**src/hw/rtl/mpsm_pkg.sv**
```systemverilog
package mpsm_pkg;

    localparam int MAX_NODES = 1024;
    localparam int ALPHABET  = 26;
    localparam int SYM_W     = 5;
    localparam int NODE_W    = $clog2(MAX_NODES);
    localparam int CNT_W     = $clog2(MAX_NODES + 1);
    localparam int SLOT_W    = $clog2(ALPHABET + 1);
    localparam int ROW_W     = ALPHABET * NODE_W;
    localparam int QDEPTH    = 4;
    localparam int QA_W      = $clog2(QDEPTH);
    localparam int QC_W      = $clog2(QDEPTH + 1);

    typedef enum logic [1:0] {
        MODE_ADD   = 2'd0,
        MODE_BUILD = 2'd1,
        MODE_SCAN  = 2'd2,
        MODE_CLEAR = 2'd3
    } mode_t;

    typedef enum logic [1:0] {
        KIND_QUERY   = 2'd0,
        KIND_BUILT   = 2'd1,
        KIND_REJECT  = 2'd2,
        KIND_CLEARED = 2'd3
    } kind_t;

    typedef struct packed {
        mode_t            mode;
        logic [SYM_W-1:0] letter;
        logic             last;
        logic             sym_ok;
    } cmd_t;

    function automatic logic [NODE_W-1:0] kid(input logic [ROW_W-1:0] row,
                                              input int unsigned sym);
        return row[NODE_W*sym +: NODE_W];
    endfunction

endpackage

```
**src/hw/rtl/mpsm_front.sv**
```systemverilog
module mpsm_front (
    input  logic           clk,
    input  logic           rst_n,
    input  logic           cmd_valid,
    output logic           cmd_ready,
    input  logic [1:0]     mode,
    input  logic [4:0]     letter,
    input  logic           last,
    input  logic           pop,
    output logic           avail,
    output mpsm_pkg::cmd_t head
);
    import mpsm_pkg::*;

    cmd_t            mem_reg [QDEPTH];
    logic [QA_W-1:0] wr_ptr_reg, wr_ptr_next;
    logic [QA_W-1:0] rd_ptr_reg, rd_ptr_next;
    logic [QC_W-1:0] count_reg, count_next;
    cmd_t            incoming;
    logic            push;
    logic            take;

    always_comb
    begin
        incoming.mode   = mode_t'(mode);
        incoming.letter = letter;
        incoming.last   = last;
        incoming.sym_ok = (int'(letter) < ALPHABET);
    end

    assign cmd_ready = (count_reg != QC_W'(QDEPTH));
    assign avail     = (count_reg != '0);
    assign head      = mem_reg[rd_ptr_reg];
    assign push      = cmd_valid && cmd_ready;
    assign take      = pop && avail;

    always_comb
    begin
        wr_ptr_next = push ? wr_ptr_reg + 1'b1 : wr_ptr_reg;
        rd_ptr_next = take ? rd_ptr_reg + 1'b1 : rd_ptr_reg;
        count_next  = count_reg + QC_W'(push) - QC_W'(take);
    end

    always_ff @(posedge clk or negedge rst_n)
    begin
        if (!rst_n)
        begin
            wr_ptr_reg <= '0;
            rd_ptr_reg <= '0;
            count_reg  <= '0;
        end
        else
        begin
            wr_ptr_reg <= wr_ptr_next;
            rd_ptr_reg <= rd_ptr_next;
            count_reg  <= count_next;
        end
    end

    always_ff @(posedge clk)
    begin
        if (push)
        begin
            mem_reg[wr_ptr_reg] <= incoming;
        end
    end

endmodule

```
**config.mk**
```make
export PLATFORM = sky130hd
export DESIGN_NAME = mpsm_front
export DESIGN_NICKNAME = d
export VERILOG_FILES = /design/src/hw/rtl/mpsm_pkg.sv /design/src/hw/rtl/mpsm_front.sv
export SDC_FILE = /design/constraint.sdc
export NUM_CORES = 1
export LEC_CHECK = 0
export BUFFER_PORTS_ARGS = -buffer_cell sky130_fd_sc_hd__buf_2
export CAP_MARGIN = 20
export CORE_AREA = 10 10 66 68
export DETAILED_ROUTE_END_ITERATION = 16
export DIE_AREA = 0 0 76 78
export GPL_TIMING_DRIVEN = 1
export MAX_ROUTING_LAYER = met4
export PLACE_DENSITY = 0.79
export SKIP_CTS_REPAIR_TIMING = 1
export SLEW_MARGIN = 25
export SYNTH_ARGS = -nofsm -noshare
export SYNTH_HDL_FRONTEND = slang
export SYNTH_SLANG_ARGS = --single-unit
export TNS_END_PERCENT = 100
```
**constraint.sdc**
```tcl
create_clock -name clk -period 3.39 [get_ports clk]
set_clock_uncertainty 0.15 [all_clocks]
set_input_delay 0.5085 -clock clk [delete_from_list [all_inputs] [get_ports clk]]
set_output_delay 0.5085 -clock clk [all_outputs]
set_load 0.02 [all_outputs]
```
==> results of run 1 <==
## how the worst max path moves through the flow
stage	from	to	slack [ns]	cells after the start
after floorplan	count_reg[1]$_DFF_PN0_	count_reg[2]$_DFF_PN0_	1.26	7
after global placement	count_reg[1]$_DFF_PN0_	count_reg[2]$_DFF_PN0_	1.19	7
after detailed placement	rd_ptr_reg[0]$_DFFE_PN0P_	head[8]	1.13	2
after CTS	rd_ptr_reg[0]$_DFFE_PN0P_	head[8]	0.72	2
after global routing	rd_ptr_reg[0]$_DFFE_PN0P_	head[8]	0.61	2
final	rd_ptr_reg[0]$_DFFE_PN0P_	head[8]	0.78	2
## cell usage in the layout (no fill, tap or decap), types with 4 or more instances in the layout
cell type   n
dfrtp_1     7
edfxtp_1   36
buf_2      22
and3b_1     4
nand2b_1    4
ha_1        6
clkbuf_4    5
inv_1       6
mux4_2      8
## cells in the mapped netlist
master,number
nand2_1,1
and3b_1,4
fa_1,1
nor3b_4,1
inv_1,6
o311ai_1,1
o211ai_1,3
mux4_2,8
buf_6,1
buf_2,1
nand2b_1,4
o31a_1,1
xor2_1,1
mux4_1,1
nand4bb_1,2
ha_1,6
xnor2_1,3
dfrtp_1,7
or3_1,1
edfxtp_1,36
## power breakdown
part | internal [mW] | total [mW] | switching, mW
clock | 0.0774 | 0.240 | 0.162
combinational | 0.274 | 0.570 | 0.296
sequential | 0.711 | 0.846 | 0.135
## cell families after synthesis
kind of cell               count (synthesis)
and+or+nand+nor                           13
DFF                                       43
AOI/OAI and AO/OA                          5
adders and majority gates                  7
xor gates and xnor gates                   4
buffers and inverters                      8
muxes                                      9
## routing by layer
layer,part of all wire (%),vias to the layer above,track usage (%)
met5,0,-,-
met4,0.89,0,3.41
met3,4.9,4,4.38
met2,51,24,18.9
met1,44,440,12.5
li1,-,408,-
## through the flow
step	cells	setup WS [ns]	cell area [µm²]	util, %
after floorplan	89	1.26	1780	-
after global placement	155	1.19	1930	60.8
after CTS	163	0.725	1990	62.5
after global routing	164	0.615	2000	62.8
final	164	0.782	2000	62.8
after detailed placement	155	1.13	1930	60.8
## critical path, cell delays in order (launching register included)
cell     delay [ns]
dfrtp_1        0.78
mux4_1         0.64
buf_2          0.18
## layout make-up
type | instances | share of cell area, %
clock inverters | 3 | 0.752
flip-flops and latches | 43 | 62.9
clock buffers | 5 | 1.88
repair buffers | 23 | 6.02
multi-input cells | 38 | 24.4
inverters | 6 | 1.13
well taps | 46 | 2.88
==> key figures, run 1 <==
Status
  – Status: finished, final reports clean

Critical path
  – Setup crit end kind: primary output
  – Critical Path RT: 2.73 ns
  – Arr. time, crit path: 1.95 ns
  – Crit path launch type: register
  – RR Endpoint: count_reg[2]$_DFF_PN0_
  – R2R setup slack: 1.15 ns
  – Critical R2R Launch: count_reg[2]$_DFF_PN0_
  – Peak fanout along the critical path: 11
  – Critical path type: reg2out
  – FF-to-FF path depth: 8

Placement
  – Placer Congestion: 0.730
  – Port bufs: 22
  – Post-DP HPWL: 2080 µm

Clock network
  – Num CTS Buffers: 5
  – Htree depth: 2
  – Maximum buffer depth of the clock tree: 2
  – CTS tree: done
  – Root buffer cell: clkbuf_4
  – Clock transition at path regs: 0.13 ns
  – Later-pin clock latency in the skew report: 0.35 ns
  – Clock tree sinks: 43

Worst hold path
  – HP Start: mode[1]
  – Hold Path End: mem_reg[0][8]$_DFFE_PP_
  – Hold-critical path depth: 1
  – Worst Hold Class: in2reg

Floorplanning
  – Starting Density: 56.1%
  – Row cnt: 21
  – Die extent in y: 78 µm
  – CORE AREA: 3180 µm²
  – Chip width: 76 µm
  – Die area: 5930 µm²
  – I/O Pins: 23

Pwr
  – LEAKAGE: 0.739 nW
  – Pwr Total: 1.66 mW
  – Peak VDD IR: 0.000504 V
  – Power per cell area: 829 nW/µm²

Routing
  – Vias: 876
  – Via density: 5.34
  – Post-route DRC: 0
  – DRT Pass-1 Iters: 4
  – Final wirelength: 3040 µm
  – Starting DRC count in detailed routing: 51
  – Avg WL per Cell: 18.5 µm
  – Final ANT Viol Nets: 0

STA
  – Final min period: 2.61 ns
  – Least-Margin Pin Slew: 0.641 ns
  – Max-slew violations: 0
  – Tcrit/Tclk final: 76.9%
  – Highest Clock Rate: 0.383 GHz
  – Count of final setup violators: 0
  – Final Hold Vio Count: 0
  – Setup TNS: 0 ns
  – Hold_ws: 0.213 ns
  – Unrepaired setup endpoints after global routing: no
  – Rel. slew slack: 57.2%

Yosys
  – Synth area leaders: edfxtp_1, mux4_2, dfrtp_1, ha_1, and3b_1
  – Yosys top cell by area: edfxtp_1
  – Synthesized area: 1780 µm²
  – Post-Synth Adder-Cell Area: 5.33%
  – Number of synthesis warnings: 0
  – Simple-gate share of the synthesized area: 6.25%
  – Largest family of logic cells by synthesized area: multiplexers
  – Count of cell types in the netlist: 20
  – Gate count after technology mapping: 89
  – Complex-gate fraction of the synthesized area: 2.25%
  – Post-synthesis sequential area ratio: 70.5%
  – Synth Area in XOR/XNOR: 1.96%
  – Mux contribution to synthesized area: 11.6%
  – Synthesis-stage register bit count: 43
  – Top-area cell type share of the netlist area: 60.6%
  – Syn avg cell area: 20.0 µm²
  – Post-synth net total: 108

Job
  – Max_cap viols: 0

Final layout
  – Sequential Area: 1260 µm²
  – Antenna Cells: 0
  – Multi-input gate area: 488 µm²
  – Layout fillers: 232
  – NumNets Final: 136
  – Flip-flop count of the largest register after layout: 36
  – Layout cell share with drive strength beyond 1: 33.1%
  – Area Growth Syn to Fin: 12.0%

Global route
  – Largest net degree at the start of global routing: 14
  – Congestion Overflow GR: 0
  – Initial antenna violation count: 0
  – First-pass GRT wire length: 5090 µm
  – Overall Global Routing Usage: 11.4%
  – Vias in the first global route: 978
No activity file was read; power rests on OpenSTA's default activity.
==> run 2, diff against run 1 <==
--- a/config.mk
+++ b/config.mk
@@ -7,12 +7,12 @@
 export LEC_CHECK = 0
 export BUFFER_PORTS_ARGS = -buffer_cell sky130_fd_sc_hd__buf_2
 export CAP_MARGIN = 20
-export CORE_AREA = 10 10 66 68
+export CORE_AREA = 10 10 71 73
 export DETAILED_ROUTE_END_ITERATION = 16
-export DIE_AREA = 0 0 76 78
+export DIE_AREA = 0 0 81 83
 export GPL_TIMING_DRIVEN = 1
 export MAX_ROUTING_LAYER = met4
-export PLACE_DENSITY = 0.79
+export PLACE_DENSITY = 0.71
 export SKIP_CTS_REPAIR_TIMING = 1
 export SLEW_MARGIN = 25
 export SYNTH_ARGS = -nofsm -noshare
==> constraint.sdc (replaced) <==
create_clock -name clk -period 2.15 [get_ports clk]
set_clock_uncertainty 0.15 [all_clocks]
set_input_delay 0.3225 -clock clk [delete_from_list [all_inputs] [get_ports clk]]
set_output_delay 0.3225 -clock clk [all_outputs]
set_load 0.02 [all_outputs]
==> run 2 against run 1 <==
- worst setup slack worse by 0.76 ns
- combinational power grew 100%
- global-route usage is 1.4 points lower
- largest cell class unchanged
- largest power group unchanged
- highest routed layer unchanged
==> key figures, run 2 (synthesis results as in run 1) <==
Routing
  – Post-route DRC: 0 (unchanged)
  – Via density: 5.23 (was 5.34)
  – Final ANT Viol Nets: 0 (unchanged)
  – Vias: 915 (was 876)
  – Starting DRC count in detailed routing: 92 (was 51)
  – Final wirelength: 3070 µm (was 3040 µm)
  – Avg WL per Cell: 17.6 µm (was 18.5 µm)
  – DRT Pass-1 Iters: 4 (unchanged)

Placement
  – Placer Congestion: 0.740 (was 0.730)
  – Post-DP HPWL: 2210 µm (was 2080 µm)
  – Port bufs: 22 (unchanged)
  – Pre-CTS setup slack: -0.0231 ns (was 1.13 ns)
  – DP Cell Count: 164 (was 155)

STA
  – Tcrit/Tclk final: 98.9%
  – PnR worst setup slack: 0.0231 ns (was 0.782 ns)
  – Rel. slew slack: 67.6% (was 57.2%)
  – Max-slew violations: 0 (unchanged)
  – Final min period: 2.13 ns
  – Unrepaired setup endpoints after global routing: yes (was no)
  – Setup TNS: 0 ns (unchanged)
  – Hold_ws: 0.0987 ns (was 0.213 ns)
  – Count of final setup violators: 0 (unchanged)
  – Final Hold Vio Count: 0 (unchanged)
  – Highest Clock Rate: 0.470 GHz
  – Least-Margin Pin Slew: 0.486 ns (was 0.641 ns)

Floorplanning
  – I/O Pins: 23 (unchanged)
  – Die area: 6720 µm² (was 5930 µm²)
  – Row cnt: 22 (was 21)
  – Die extent in y: 83 µm (was 78 µm)
  – Chip width: 81 µm (was 76 µm)
  – CORE AREA: 3630 µm² (was 3180 µm²)
  – Starting Density: 49.1% (was 56.1%)

Global route
  – Congestion Overflow GR: 0 (unchanged)
  – First-pass GRT wire length: 4960 µm (was 5090 µm)
  – Overall Global Routing Usage: 9.96% (was 11.4%)
  – Initial antenna violation count: 0 (unchanged)
  – Vias in the first global route: 988 (was 978)
  – Largest net degree at the start of global routing: 14 (unchanged)

Pwr
  – Combinational cell fraction of total power: 39.5% (was 34.4%)
  – Share of total power in sequential cells: 43.7% (was 51.1%)
  – Clk pwr share: 16.9% (was 14.5%)
  – Power per cell area: 1360 nW/µm² (was 829 nW/µm²)
  – Internal Dissipation: 1.91 mW (was 1.06 mW)
  – Peak VDD IR: 0.000688 V (was 0.000504 V)
  – LEAKAGE: 0.795 nW (was 0.739 nW)
  – Net Sw Frac: 33.7% (was 35.8%)
  – Net Sw Power: 0.970 mW (was 0.593 mW)

Clock network
  – Clock transition at path regs: 0.08 ns (was 0.13 ns)
  – Htree depth: 2 (unchanged)
  – Num CTS Buffers: 5 (unchanged)
  – Maximum buffer depth of the clock tree: 2 (unchanged)
  – CTS tree: done (unchanged)
  – Root buffer cell: clkbuf_8 (was clkbuf_4)
  – Later-pin clock latency in the skew report: 0.29 ns (was 0.35 ns)
  – Clock tree sinks: 43 (unchanged)

Final layout
  – Most frequent cells in the layout: edfxtp_1, buf_2, mux4_2, buf_4 (was edfxtp_1, buf_2, mux4_2, dfrtp_1)
  – Area Growth Syn to Fin: 19.2% (was 12.0%)
  – NumNets Final: 145 (was 136)
  – Layout cell share with drive strength beyond 1: 40.9% (was 33.1%)
  – Most common cell after layout, fill and taps aside: edfxtp_1 (unchanged)
  – Layout Cells excl Fill: 175 (was 164)
  – Flip-flop count of the largest register after layout: 36 (unchanged)
  – Antenna Cells: 0 (unchanged)

Critical path
  – Peak fanout along the critical path: 5 (was 11)
  – Crit path launch type: register (unchanged)
  – Critical path type: reg2reg (was reg2out)
  – Setup crit end kind: register (was primary output)
  – Cell Chain, Critical Path: o31a_1 > ha_1 > inv_1 > ha_2 > fa_2 > xnor2_2 > xnor2_1 (was mux4_1 > buf_2)
  – Critical Path RT: 2.18 ns (was 2.73 ns)
  – CP max stage delay: 0.43 ns (was 0.78 ns)
  – Slowest cell on the critical path: dfrtp_1 (unchanged)
  – Arr. time, crit path: 2.15 ns (was 1.95 ns)

Worst hold path
  – Worst Hold Class: in2reg (unchanged)

Status
  – Status: finished, final reports clean (unchanged)

Job
  – Max_cap viols: 0 (unchanged)
-- run 2: critical path, delay by kind of cell, from the launching register on --
| kind | cells | cell delay, ns |
|---|---|---|
| AO/OA/AOI/OAI | 1 | 0.31 |
| adder cells (fa/ha/maj) | 3 | 0.82 |
| flip-flops | 1 | 0.43 |
| XOR/XNOR | 2 | 0.27 |
| buffers and inverters | 1 | 0.04 |
-- run 2: cell type report --
| cell class | count | area, µm² |
|---|---|---|
| Fill cell | 298 | 1510 |
| Tap cell | 48 | 60.1 |
| Inverter | 6 | 22.5 |
| Clock buffer | 6 | 72.6 |
| Multi-Input combinational cell | 38 | 508 |
| Clock inverter | 2 | 12.5 |
| Timing Repair Buffer | 32 | 191 |
| Sequential cell | 43 | 1260 |
-- run 2: per-layer routing --
layer  wire length (µm)  part of all wire, %  vias up  global-route usage, %
li1                   -                    -      422                      -
met1               1240                   40      469                   11.2
met2               1600                   52       20                   15.0
met3                185                  6.0        4                   4.42
met4                 43                  1.4        0                   4.23
met5                  0                    0        -                      -
-- run 2: path summary, 6_finish.rpt --
| kind | startpoint | cells past startpoint | end | slack, ns |
|---|---|---|---|---|
| worst max-delay path | count_reg[2]$_DFF_PN0_ | 7 | count_reg[2]$_DFF_PN0_ | 0.02 |
| worst min-delay path | mode[1] | 1 | mem_reg[2][8]$_DFFE_PP_ | 0.1 |
| worst max register to register | count_reg[2]$_DFF_PN0_ | 7 | count_reg[2]$_DFF_PN0_ | 0.02 |
| worst min register to register | wr_ptr_reg[1]$_DFFE_PN0P_ | 2 | wr_ptr_reg[1]$_DFFE_PN0P_ | 0.46 |
| max in group asynchronous | rst_n | 2 | count_reg[0]$_DFF_PN0_ | 1.44 |
| min in group asynchronous | rst_n | 2 | rd_ptr_reg[1]$_DFFE_PN0P_ | 0.23 |
-- run 2: power by group through the flow --
| stage | registers (mW) | logic (mW) | clock network (mW) |
|---|---|---|---|
| after floorplan | 1.23 | 0.768 | 0 |
| after detailed placement | 1.28 | 1.09 | 0 |
| after global routing | 1.29 | 1.23 | 0.536 |
| after CTS | 1.26 | 1.09 | 0.498 |
| after global placement | 1.27 | 1.06 | 0 |
| final | 1.26 | 1.14 | 0.486 |
-- run 2: per-stage QoR --
step / utilization (%) / total power [mW] / area, µm²
after floorplan: - / 2.00 / 1780
after global placement: 54.8 / 2.33 / 1990
after detailed placement: 54.8 / 2.37 / 1990
after CTS: 57.1 / 2.86 / 2070
after global routing: 58.5 / 3.06 / 2120
final: 58.5 / 2.88 / 2120
==> run 3, diff against run 2 <==
--- a/config.mk
+++ b/config.mk
@@ -7,15 +7,15 @@
 export LEC_CHECK = 0
 export BUFFER_PORTS_ARGS = -buffer_cell sky130_fd_sc_hd__buf_2
 export CAP_MARGIN = 20
-export CORE_AREA = 10 10 71 73
+export CORE_AREA = 10 10 66 68
 export DETAILED_ROUTE_END_ITERATION = 16
-export DIE_AREA = 0 0 81 83
+export DIE_AREA = 0 0 76 78
 export GPL_TIMING_DRIVEN = 1
 export MAX_ROUTING_LAYER = met4
-export PLACE_DENSITY = 0.71
+export PLACE_DENSITY = 0.8
 export SKIP_CTS_REPAIR_TIMING = 1
 export SLEW_MARGIN = 25
 export SYNTH_ARGS = -nofsm -noshare
 export SYNTH_HDL_FRONTEND = slang
 export SYNTH_SLANG_ARGS = --single-unit
-export TNS_END_PERCENT = 100
+export TNS_END_PERCENT = 50
==> constraint.sdc (replaced) <==
create_clock -name clk -period 2.5 [get_ports clk]
set_clock_uncertainty 0.15 [all_clocks]
set_input_delay 0.375 -clock clk [delete_from_list [all_inputs] [get_ports clk]]
set_output_delay 0.375 -clock clk [all_outputs]
set_load 0.02 [all_outputs]
==> run 3 against run 2 <==
- die area fell by 12%
- final cell count shrank 5.7%
- clock power rose by 6.6%
- first-iteration DRC count is 46% lower
- register-to-register slack improved by 0.12 ns
- cell area decreased by 3.3%
- via count shrank 4.3%
- non-clock buffer count down 8
- global-route usage grew 0.76 points
- clock-buffer cell count is the same
==> key figures, run 3 (synthesis results as in run 1) <==
Global route
  – Initial antenna violation count: 0 (unchanged)
  – Vias in the first global route: 979 (was 988)
  – M1 GR Usage: 11.3% (was 11.2%)
  – Grt peak-use layer: met2 (unchanged)
  – First-pass GRT wire length: 4750 µm (was 4960 µm)
  – Largest net degree at the start of global routing: 14 (unchanged)
  – Grt met3 use: 4.15% (was 4.42%)
  – Congestion Overflow GR: 0 (unchanged)
  – M2 GR Usage: 17.9% (was 15.0%)
  – Overall Global Routing Usage: 10.7% (was 9.96%)

Routing
  – Post-route DRC: 0 (unchanged)
  – Final wirelength: 2900 µm (was 3070 µm)
  – Via density: 5.31 (was 5.23)
  – Starting DRC count in detailed routing: 50 (was 92)
  – Vias: 876 (was 915)
  – Avg WL per Cell: 17.6 µm (about the same)
  – Final ANT Viol Nets: 0 (unchanged)
  – DRT Pass-1 Iters: 2 (was 4)

Critical path
  – Crit path launch type: register (unchanged)
  – Cell Chain, Critical Path: nor3b_4 > nand2b_1 > ha_1 > inv_1 > ha_1 > fa_1 > xnor2_1 > xnor2_1 (was o31a_1 > ha_1 > inv_1 > ha_2 > fa_2 > xnor2_2 > xnor2_1)
  – Setup crit end kind: register (unchanged)
  – RR Endpoint: count_reg[2]$_DFF_PN0_ (unchanged)
  – Critical path type: reg2reg (unchanged)
  – Slowest cell on the critical path: dfrtp_1 (unchanged)
  – Critical Path RT: 2.62 ns (was 2.18 ns)
  – Arr. time, crit path: 2.48 ns (was 2.15 ns)
  – R2R setup slack: 0.14 ns (was 0.02 ns)
  – FF-to-FF path depth: 8 (was 7)
  – Critical R2R Launch: count_reg[2]$_DFF_PN0_ (unchanged)
  – CP max stage delay: 0.50 ns (was 0.43 ns)
  – Peak fanout along the critical path: 8 (was 5)
  – CP top delay family: adder cells (unchanged)
  – CP Buf/Inv Count: 1 (unchanged)

Pwr
  – Pwr Total: 2.47 mW (was 2.88 mW)
  – Power per cell area: 1200 nW/µm² (was 1360 nW/µm²)
  – LEAKAGE: 0.760 nW (was 0.795 nW)
  – Peak VDD IR: 0.000744 V (was 0.000688 V)

Clock network
  – Htree depth: 2 (unchanged)
  – Num CTS Buffers: 5 (unchanged)
  – Root buffer cell: clkbuf_4 (was clkbuf_8)
  – CTS tree: done (unchanged)
  – Clock transition at path regs: 0.12 ns (was 0.08 ns)
  – Maximum buffer depth of the clock tree: 2 (unchanged)
  – Clock tree sinks: 43 (unchanged)
  – Later-pin clock latency in the skew report: 0.34 ns (was 0.29 ns)

STA
  – Hold_ws: 0.0862 ns (was 0.0987 ns)
  – Tcrit/Tclk final: 94.2% (was 98.9%)
  – Final Hold Vio Count: 0 (unchanged)
  – Highest Clock Rate: 0.424 GHz (was 0.470 GHz)
  – PnR worst setup slack: 0.144 ns (was 0.0231 ns)
  – Count of final setup violators: 0 (unchanged)
  – Final min period: 2.36 ns (was 2.13 ns)
  – Rel. slew slack: 66.7% (was 67.6%)
  – Setup TNS: 0 ns (unchanged)
  – Unrepaired setup endpoints after global routing: no (was yes)
  – Least-Margin Pin Slew: 0.500 ns (was 0.486 ns)
  – Max-slew violations: 0 (unchanged)

Floorplanning
  – Die extent in y: 78 µm (was 83 µm)
  – Row cnt: 21 (was 22)
  – CORE AREA: 3180 µm² (was 3630 µm²)
  – Starting Density: 56.1% (was 49.1%)
  – I/O Pins: 23 (unchanged)
  – Die area: 5930 µm² (was 6720 µm²)
  – Chip width: 76 µm (was 81 µm)

Final layout
  – NumNets Final: 137 (was 145)
  – Most common cell after layout, fill and taps aside: edfxtp_1 (unchanged)
  – Layout cell share with drive strength beyond 1: 33.6% (was 40.9%)
  – Most frequent cells in the layout: edfxtp_1, buf_2, mux4_2 (was edfxtp_1, buf_2, mux4_2, buf_4)
  – Flip-flop count of the largest register after layout: 36 (unchanged)
  – Area Growth Syn to Fin: 15.2% (was 19.2%)
  – Finished layout cell area: 2050 µm² (was 2120 µm²)
  – Antenna Cells: 0 (unchanged)

Placement
  – Port bufs: 22 (unchanged)
  – Placer Congestion: 0.751 (was 0.740)
  – Placed cell areas: 1940 µm² (was 1990 µm²)
  – Post-DP HPWL: 2070 µm (was 2210 µm)
  – Pre-CTS setup slack: 0.219 ns (was -0.0231 ns)

Worst hold path
  – Hold Path End: mem_reg[0][8]$_DFFE_PP_ (was mem_reg[2][8]$_DFFE_PP_)
  – HP Start: mode[1] (unchanged)
  – Worst Hold Class: in2reg (unchanged)
  – Hold-critical path depth: 1 (unchanged)

Status
  – Status: finished, final reports clean (unchanged)

Job
  – Max_cap viols: 0 (unchanged)
-- run 3: cell type report --
class,count,area [µm²]
clock buffers,6,41.3
clock inverters,2,60.1
fillers,236,1120
inverters,6,22.5
multi-input cells,38,488
flip-flops and latches,43,1260
well taps,46,57.6
repair buffers,24,128
-- run 3: metal layers --
metal	routed length, µm	vias to the layer above
met5	0	-
met4	29	0
met2	1510	19
met3	123	4
met1	1240	444
li1	-	409
-- run 3: metrics by stage --
stage,util [%],std cells
2_1_floorplan,-,89
3_3_place_gp,61.1,156
3_5_place_dp,61.1,156
4_1_cts,64.3,164
5_1_grt,64.6,165
6_report,64.6,165
-- run 3: where the power goes --
part	internal, mW	switching (mW)
logic	0.391	0.428
registers	0.967	0.166
clock network	0.312	0.206
-- run 3: worst max-delay path by stage --
stage,from,end,slack (ns),depth (start not counted)
final,count_reg[2]$_DFF_PN0_,count_reg[2]$_DFF_PN0_,0.14,8
after global routing,count_reg[2]$_DFF_PN0_,count_reg[2]$_DFF_PN0_,0.005,8
after CTS,rd_ptr_reg[0]$_DFFE_PN0P_,head[5],0.03,3
after detailed placement,count_reg[2]$_DFF_PN0_,count_reg[2]$_DFF_PN0_,0.22,8
after global placement,count_reg[1]$_DFF_PN0_,count_reg[2]$_DFF_PN0_,0.34,7
after floorplan,count_reg[1]$_DFF_PN0_,count_reg[2]$_DFF_PN0_,0.37,7
